===== src/rtl/core/swmf_pkg.sv =====
// ----------------------------------------------------------------------------
// swmf_pkg
// Shared types and constants of the sliding-window minimum filter.
// ----------------------------------------------------------------------------
package swmf_pkg;

  localparam int MAX_WINDOW = 32;
  localparam int MAX_LINE   = 4096;

  localparam int PIX_W   = 8;
  localparam int POS_W   = 12;
  localparam int WSIZE_W = 6;

  typedef logic [PIX_W-1:0]   pix_t;
  typedef logic [POS_W-1:0]   pos_t;
  typedef logic [WSIZE_W-1:0] wsize_t;

  localparam wsize_t WSIZE_RESET = wsize_t'(3);
  localparam pix_t   PIX_MAX     = '1;

endpackage


===== src/rtl/core/swmf_intf.sv =====
// ----------------------------------------------------------------------------
// swmf interfaces
// Valid/ready channels for pixels, results and the window size register.
// ----------------------------------------------------------------------------
interface swmf_px_if;
  logic          valid;
  logic          ready;
  swmf_pkg::pix_t pixel_in;
  logic          end_of_line;

  modport source (output valid, output pixel_in, output end_of_line, input ready);
  modport sink   (input valid, input pixel_in, input end_of_line, output ready);
endinterface

interface swmf_res_if;
  logic           valid;
  logic           ready;
  swmf_pkg::pix_t min_value;
  swmf_pkg::pos_t position;
  logic           last_of_line;

  modport source (output valid, output min_value, output position, output last_of_line,
                  input ready);
  modport sink   (input valid, input min_value, input position, input last_of_line,
                  output ready);
endinterface

interface swmf_cfg_if;
  logic             valid;
  logic             ready;
  swmf_pkg::wsize_t window_size;

  modport source (output valid, output window_size, input ready);
  modport sink   (input valid, input window_size, output ready);
endinterface


===== src/rtl/core/swmf_cell.sv =====
// ----------------------------------------------------------------------------
// swmf_cell
// One cell of the minimum chain: holds the minimum of the last k+1 pixels.
// ----------------------------------------------------------------------------
module swmf_cell (
  input  logic           clk_i,
  input  logic           en_i,
  input  swmf_pkg::pix_t pix_i,
  input  swmf_pkg::pix_t prev_i,
  output swmf_pkg::pix_t min_d_o,
  output swmf_pkg::pix_t min_q_o
);

  swmf_pkg::pix_t min_d;
  swmf_pkg::pix_t min_q;

  // new pixel joins the window held by the left neighbor
  assign min_d = (pix_i < prev_i) ? pix_i : prev_i;

  always_ff @(posedge clk_i) begin
    if (en_i) begin
      min_q <= min_d;
    end
  end

  assign min_d_o = min_d;
  assign min_q_o = min_q;

endmodule


===== src/rtl/core/sliding_window_min_filter.sv =====
// ----------------------------------------------------------------------------
// sliding_window_min_filter
// 1-D grey-level erosion: minimum over a sliding window along an image line.
// ----------------------------------------------------------------------------
// Takes one pixel per clock and returns each full window's minimum in the next
// cycle from an output register, at position window start plus half the
// window. A row of MaxWindow cells keeps, in cell k, the minimum of the last
// k+1 pixels; every accepted pixel updates all the cells at once, and the
// window size picks the cell that is read. The input stalls only while the
// output register holds a result that is not being taken. Partial windows
// give no result, pixels past MaxLine are dropped until end of line, and a
// window size write restarts the current line.
module sliding_window_min_filter #(
  parameter int MaxWindow = swmf_pkg::MAX_WINDOW,
  parameter int MaxLine   = swmf_pkg::MAX_LINE
) (
  input  logic       clk_i,
  input  logic       rst_ni,
  swmf_cfg_if.sink   cfg_i,
  swmf_px_if.sink    px_i,
  swmf_res_if.source res_o
);

  localparam int CntW = $clog2(MaxLine + 1);
  localparam int WinW = $clog2(MaxWindow + 1);
  localparam int Cw0  = (CntW > WinW) ? CntW : WinW;
  localparam int CmpW = (Cw0 > swmf_pkg::WSIZE_W) ? Cw0 : swmf_pkg::WSIZE_W;
  localparam int IdxW = (MaxWindow > 1) ? $clog2(MaxWindow) : 1;
  localparam int PosW = swmf_pkg::POS_W;

  swmf_pkg::wsize_t ws_q;
  logic [CntW-1:0]  cnt_q, cnt_d;
  logic             res_valid_q, res_valid_d;
  swmf_pkg::pix_t   res_min_q;
  swmf_pkg::pos_t   res_pos_q;
  logic             res_last_q;

  logic [CmpW-1:0]      ws_ext, eff, cnt_ext, cnt_next_ext, pos_full;
  logic [PosW+CmpW-1:0] pos_ext;
  logic [IdxW-1:0]      sel;
  logic                 accept, cfg_wr, in_line, emit;

  swmf_pkg::pix_t cell_d [MaxWindow];
  swmf_pkg::pix_t cell_q [MaxWindow];

  assign cfg_wr      = cfg_i.valid && cfg_i.ready;
  assign cfg_i.ready = 1'b1;

  always_ff @(posedge clk_i or negedge rst_ni) begin
    if (!rst_ni) begin
      ws_q <= swmf_pkg::WSIZE_RESET;
    end else if (cfg_wr) begin
      ws_q <= cfg_i.window_size;
    end
  end

  // zero acts as one, large sizes clip to the row length
  assign ws_ext = CmpW'(ws_q);
  always_comb begin
    if (ws_ext == '0) begin
      eff = CmpW'(1);
    end else if (ws_ext > CmpW'(MaxWindow)) begin
      eff = CmpW'(MaxWindow);
    end else begin
      eff = ws_ext;
    end
  end
  assign sel = IdxW'(eff - CmpW'(1));

  assign px_i.ready   = !res_valid_q || res_o.ready;
  assign accept       = px_i.valid && px_i.ready;
  assign cnt_ext      = CmpW'(cnt_q);
  assign in_line      = cnt_ext < CmpW'(MaxLine);
  assign cnt_next_ext = cnt_ext + CmpW'(1);
  assign emit         = in_line && (cnt_next_ext >= eff);
  assign pos_full     = cnt_next_ext - eff + (eff >> 1);
  assign pos_ext      = {{PosW{1'b0}}, pos_full};

  // row of cells, the first one sees an all-ones neighbor
  for (genvar k = 0; k < MaxWindow; k++) begin : g_cell
    swmf_pkg::pix_t prev;
    if (k == 0) begin : g_head
      assign prev = swmf_pkg::PIX_MAX;
    end else begin : g_link
      assign prev = cell_q[k-1];
    end
    swmf_cell u_cell (
      .clk_i   (clk_i),
      .en_i    (accept && in_line),
      .pix_i   (px_i.pixel_in),
      .prev_i  (prev),
      .min_d_o (cell_d[k]),
      .min_q_o (cell_q[k])
    );
  end

  always_comb begin
    cnt_d = cnt_q;
    if (cfg_wr) begin
      cnt_d = '0;
    end else if (accept) begin
      if (px_i.end_of_line) begin
        cnt_d = '0;
      end else if (in_line) begin
        cnt_d = cnt_q + CntW'(1);
      end
    end
  end

  always_comb begin
    res_valid_d = res_valid_q;
    if (accept) begin
      res_valid_d = emit;
    end else if (res_o.ready) begin
      res_valid_d = 1'b0;
    end
  end

  always_ff @(posedge clk_i or negedge rst_ni) begin
    if (!rst_ni) begin
      cnt_q       <= '0;
      res_valid_q <= 1'b0;
    end else begin
      cnt_q       <= cnt_d;
      res_valid_q <= res_valid_d;
    end
  end

  always_ff @(posedge clk_i) begin
    if (accept && emit) begin
      res_min_q  <= cell_d[sel];
      res_pos_q  <= pos_ext[PosW-1:0];
      res_last_q <= px_i.end_of_line;
    end
  end

  assign res_o.valid        = res_valid_q;
  assign res_o.min_value    = res_min_q;
  assign res_o.position     = res_pos_q;
  assign res_o.last_of_line = res_last_q;

endmodule


===== src/flat_wrapper.sv =====
// flat-port wrapper written by rule: the top's interface ports become plain ports
module sliding_window_min_filter_flat 
#(
  parameter int MaxWindow = swmf_pkg::MAX_WINDOW,
  parameter int MaxLine   = swmf_pkg::MAX_LINE
)
  (clk_i, rst_ni, cfg_i_valid, cfg_i_window_size, cfg_i_ready, px_i_valid, px_i_pixel_in, px_i_end_of_line, px_i_ready, res_o_valid, res_o_min_value, res_o_position, res_o_last_of_line, res_o_ready);
  swmf_cfg_if cfg_i_i ();
  swmf_px_if px_i_i ();
  swmf_res_if res_o_i ();
  input  logic clk_i;
  input  logic rst_ni;
  input wire logic [$bits(cfg_i_i.valid)-1:0] cfg_i_valid;
  input wire logic [$bits(cfg_i_i.window_size)-1:0] cfg_i_window_size;
  output wire logic [$bits(cfg_i_i.ready)-1:0] cfg_i_ready;
  input wire logic [$bits(px_i_i.valid)-1:0] px_i_valid;
  input wire logic [$bits(px_i_i.pixel_in)-1:0] px_i_pixel_in;
  input wire logic [$bits(px_i_i.end_of_line)-1:0] px_i_end_of_line;
  output wire logic [$bits(px_i_i.ready)-1:0] px_i_ready;
  output wire logic [$bits(res_o_i.valid)-1:0] res_o_valid;
  output wire logic [$bits(res_o_i.min_value)-1:0] res_o_min_value;
  output wire logic [$bits(res_o_i.position)-1:0] res_o_position;
  output wire logic [$bits(res_o_i.last_of_line)-1:0] res_o_last_of_line;
  input wire logic [$bits(res_o_i.ready)-1:0] res_o_ready;
  assign cfg_i_i.valid = cfg_i_valid;
  assign cfg_i_i.window_size = cfg_i_window_size;
  assign cfg_i_ready = cfg_i_i.ready;
  assign px_i_i.valid = px_i_valid;
  assign px_i_i.pixel_in = px_i_pixel_in;
  assign px_i_i.end_of_line = px_i_end_of_line;
  assign px_i_ready = px_i_i.ready;
  assign res_o_valid = res_o_i.valid;
  assign res_o_min_value = res_o_i.min_value;
  assign res_o_position = res_o_i.position;
  assign res_o_last_of_line = res_o_i.last_of_line;
  assign res_o_i.ready = res_o_ready;
  sliding_window_min_filter #(.MaxWindow(MaxWindow), .MaxLine(MaxLine)) u_core (.clk_i(clk_i), .rst_ni(rst_ni), .cfg_i(cfg_i_i), .px_i(px_i_i), .res_o(res_o_i));
endmodule

===== config.mk =====
export PLATFORM = sky130hd
export DESIGN_NAME = sliding_window_min_filter_flat
export DESIGN_NICKNAME = d
export VERILOG_FILES = /design/src/rtl/core/swmf_pkg.sv /design/src/rtl/core/swmf_intf.sv /design/src/rtl/core/swmf_cell.sv /design/src/rtl/core/sliding_window_min_filter.sv /design/src/flat_wrapper.sv
export SDC_FILE = /design/constraint.sdc
export NUM_CORES = 1
export LEC_CHECK = 0
export BUFFER_PORTS_ARGS = -buffer_cell sky130_fd_sc_hd__buf_2
export CORE_MARGIN = 3
export CORE_UTILIZATION = 47
export DETAILED_ROUTE_END_ITERATION = 12
export GPL_TIMING_DRIVEN = 0
export PLACE_DENSITY = 0.64
export SYNTH_ARGS = -nofsm -noshare
export SYNTH_HDL_FRONTEND = slang
export SYNTH_SLANG_ARGS = --single-unit

===== constraint.sdc =====
create_clock -name clk_i -period 11.6 [get_ports clk_i]
set_clock_uncertainty 0.05 [all_clocks]
set_input_delay 3.48 -clock clk_i [delete_from_list [all_inputs] [get_ports clk_i]]
set_output_delay 3.48 -clock clk_i [all_outputs]
set_load 0.03 [all_outputs]

==> flow_metrics.py <==
metrics = {
    "status": {
        "status": "complete, but fails checks",
        "violations": "slew limit",
    },
    "route": {
        "avgRoutedWirePerCell_um": 26.7,
        "drt-initial-drc-count": 2566,
        "ant_nets": 0,
        "vias": 18700,
        "firstDrtPassIters": 6,
        "drc_errors": 0,
        "drt_wl_total_um": 78300,
        "vias_per_cell": 6.36,
    },
    "timing": {
        "fin_ws_ps": 3630,
        "setup_viol": 0,
        "relSlewSlack": -0.00154,
        "post-route-min-period_ps": 7970,
        "slew_violations": 10,
        "period_share": 0.687,
        "final_hold_viol_count": 0,
        "rsz0062_at_grt": "no",
        "fmax_mhz": 125,
        "tightestPinTransition_ps": 1500,
        "fin_setup_tns_ps": 0,
    },
    "finish": {
        "syn_to_final_growth_pct": 10.6,
        "antennaDiodeCount": 0,
        "fillCellCount": 4022,
        "drive_above_1_share": 0.105,
        "nets": 2581,
        "seq_area_mm2": 0.00858,
        "instances_no_fill": 2933,
        "design_area_mm2": 0.0234,
        "multi_input_area_mm2": 0.0112,
    },
    "critical_path": {
        "cp_cell_sequence": "buf_2, ha_1, and3_1, a221oi_1, o21ai_0, a21oi_1, clkbuf_1, o32ai_1, o31ai_1, a31oi_1, a211oi_1",
        "worstSetupPathType": "in2reg",
        "startpoint_type": "primary input",
        "critPathMaxStageDelay_ps": 980,
        "crit_fanout": 38,
        "cp.required_ps": 11800,
        "cp.arrival_ps": 8170,
        "cpMaxStageDelayCell": "buf_2",
        "endpoint_kind": "register",
    },
    "floorplanning": {
        "die_y_um": 218,
        "core_region_area_mm2": 0.0443,
        "rows": 77,
        "ios": 44,
        "initial_core_util": 0.477,
        "dieArea_mm2": 0.0476,
        "die_w_um": 218,
    },
    "place": {
        "portBuffers": 41,
        "dp_cells": 2867,
        "dp_slack_ps": 3530,
        "gp_congestion": 1.03,
        "dp_hpwl_um": 54800,
        "placed_cell_area_mm2": 0.0222,
    },
    "cts": {
        "clk_latency_ps": 570,
        "post_cts_buffers": 0,
        "cts_buffer_depth": 3,
        "numCtsBuffers": 36,
        "clock_sinks": 289,
        "clk_pin_slew_ps": 50,
        "post_cts_resized": 0,
        "root_buffer": "clkbuf_16",
        "cts_tree": "done",
        "h-tree-depth": 2,
        "cts_hold_buffers": 0,
    },
    "logic_synthesis": {
        "seq_area_frac_synth": 0.406,
        "yosys.area.top_type_share": 0.382,
        "synthesis.area_mm2": 0.0211,
        "synth_cell_types": 97,
        "postSynthCellCount": 2232,
        "ys_ff_latch": 289,
        "syn-num-nets": 2500,
        "synth_ff_type": "edfxtp_1",
        "synth_edf_count": 269,
        "synth_area_per_cell_um2": 9.47,
        "ys_warn_count": 0,
        "yosys.area.top_type": "edfxtp_1",
        "synthTopCellsByArea": "edfxtp_1 (38%), ha_1 (14%), o21ai_0 (5.5%)",
        "ys_async_sr_fraction": 0.0692,
    },
    "global_route": {
        "grt_pass1_vias": 18000,
        "grt.overflow.total": 0,
        "grt_max_degree": 130,
        "grt_antenna_before_repair": 4,
        "gr-usage-all-layers": 0.325,
        "grt_pass1_wl_um": 114000,
    },
    "job": {
        "drv_cap": 0,
    },
    "power": {
        "peakVddDrop_mv": 0.103,
        "leakage_nw": 9.88,
        "powerDensity_mw_per_mm2": 180,
        "power_w": 0.00422,
    },
    "hold_path": {
        "hp-class": "reg2reg",
    },
}
layout by cell type (no fill, tap or decap), types with 7 or more instances in the layout:
| cell | Yosys | routed |
|---|---|---|
| nand3_1 | 28 | 28 |
| ha_1 | 244 | 244 |
| nor3b_1 | 9 | 9 |
| nor3_1 | 41 | 41 |
| xnor2_1 | 12 | 12 |
| nor2_1 | 126 | 126 |
| a211oi_1 | 12 | 12 |
| o21a_1 | 15 | 15 |
| mux2_2 | 74 | 74 |
| o22ai_1 | 26 | 26 |
| clkbuf_16 | 0 | 38 |
| o21ai_0 | 233 | 233 |
| o21ai_1 | 19 | 19 |
| nand4_1 | 16 | 16 |
| a31oi_1 | 28 | 27 |
| dfrtp_1 | 18 | 18 |
| mux2i_1 | 31 | 31 |
| a221oi_1 | 13 | 13 |
| o32ai_1 | 9 | 9 |
| inv_1 | 240 | 239 |
| xor2_1 | 10 | 10 |
| clkinv_2 | 0 | 7 |
| and3_1 | 9 | 9 |
| edfxtp_1 | 269 | 269 |
| nand2_1 | 277 | 277 |
| a221o_1 | 19 | 19 |
| nor2b_1 | 11 | 11 |
| o221ai_1 | 24 | 24 |
| or3_1 | 8 | 8 |
| a21o_1 | 21 | 21 |
| a21oi_1 | 106 | 106 |
| buf_2 | 23 | 64 |
| clkbuf_1 | 79 | 85 |
| nand2b_1 | 24 | 24 |
sequential cells by signal, summed over array words and instances, names as in the netlist:
| signal | count |
|---|---|
| u_core.g_cell.u_cell.min_q_o | 248 |
| u_core.res_o.position | 12 |
| u_core.cnt_ext | 13 |
| u_core.res_o.valid | 1 |
| u_core.ws_q | 6 |
| u_core.res_o.last_of_line | 1 |
| u_core.res_o.min_value | 8 |
metrics by stage:
stage | util | hold slack [ps]
4_1_cts | 0.528 | 451
2_1_floorplan | - | 414
5_1_grt | 0.528 | 470
3_3_place_gp | 0.499 | 430
6_report | 0.528 | 449
3_5_place_dp | 0.500 | 438
layer usage:
metal  share of wire  vias to the layer above  GRT usage  routed length, µm
met5               0                        -          0                  0
met4           0.061                        0      0.178               4780
met3            0.12                      248     0.0673               9030
met2            0.43                     1160      0.492              33400
met1            0.40                     8914      0.436              31000
li1                -                     8341          -                  -
critical path: cells and delay by family:
family	cells	cell delay (ps)
AND/OR/NAND/NOR	1	190
buffers and inverters	2	1390
adder cells (fa/ha/maj)	1	420
AO/OA/AOI/OAI	7	2620
cell usage after synthesis (all sizes together), types with 28 or more instances:
library cell / count
nand2: 278
edfxtp: 269
o21ai: 254
ha: 244
inv: 243
nor2: 130
a21oi: 110
clkbuf: 80
mux2: 74
nor3: 42
buf: 32
mux2i: 32
a31oi: 29
nand3: 28
logic make-up after synthesis:
| family | after synthesis | synth area share |
|---|---|---|
| and+or+nand+nor | 579 | 0.122 |
| muxes | 106 | 0.0547 |
| AOI/OAI and AO/OA | 630 | 0.192 |
| other | 1 | 0.000177 |
| DFF | 289 | 0.406 |
| buffers and inverters | 356 | 0.0664 |
| adders and majority gates | 248 | 0.148 |
| xor gates and xnor gates | 23 | 0.0104 |
final timing paths:
path	from	endpoint	slack, ps	cells after the start
min reg2reg	u_core.res_o.valid$_DFFE_PN0P_	u_core.res_o.valid$_DFFE_PN0P_	450	1
min in group asynchronous	rst_ni	u_core.cnt_ext[8]$_DFFE_PN0P_	2810	1
max in group asynchronous	rst_ni	u_core.ws_q[1]$_DFFE_PN1P_	8340	1
max reg2reg	u_core.ws_q[3]$_DFFE_PN0P_	u_core.res_o.min_value[0]$_DFFE_PP_	4350	16
min	u_core.res_o.valid$_DFFE_PN0P_	u_core.res_o.valid$_DFFE_PN0P_	450	1
max	px_i_pixel_in[5]	u_core.res_o.min_value[0]$_DFFE_PP_	3630	11
power breakdown:
group	total, W	internal [W]	leakage, nW	switching (W)
Combinational	0.00153	0.000511	6.40	0.00102
Sequential	0.00150	0.00139	2.88	0.000115
Clock	0.00118	0.000707	0.598	0.000476
area by class of cell:
type,count,share of cell area
Clock inverter,19,0.00851
Multi-Input combinational cell,1587,0.478
Inverter,244,0.0395
Timing Repair Buffer,43,0.0111
Sequential cell,289,0.367
Tap cell,592,0.0317
Clock buffer,47,0.0434
Buffer,112,0.0209
No activity file was read; power rests on OpenSTA's default activity.
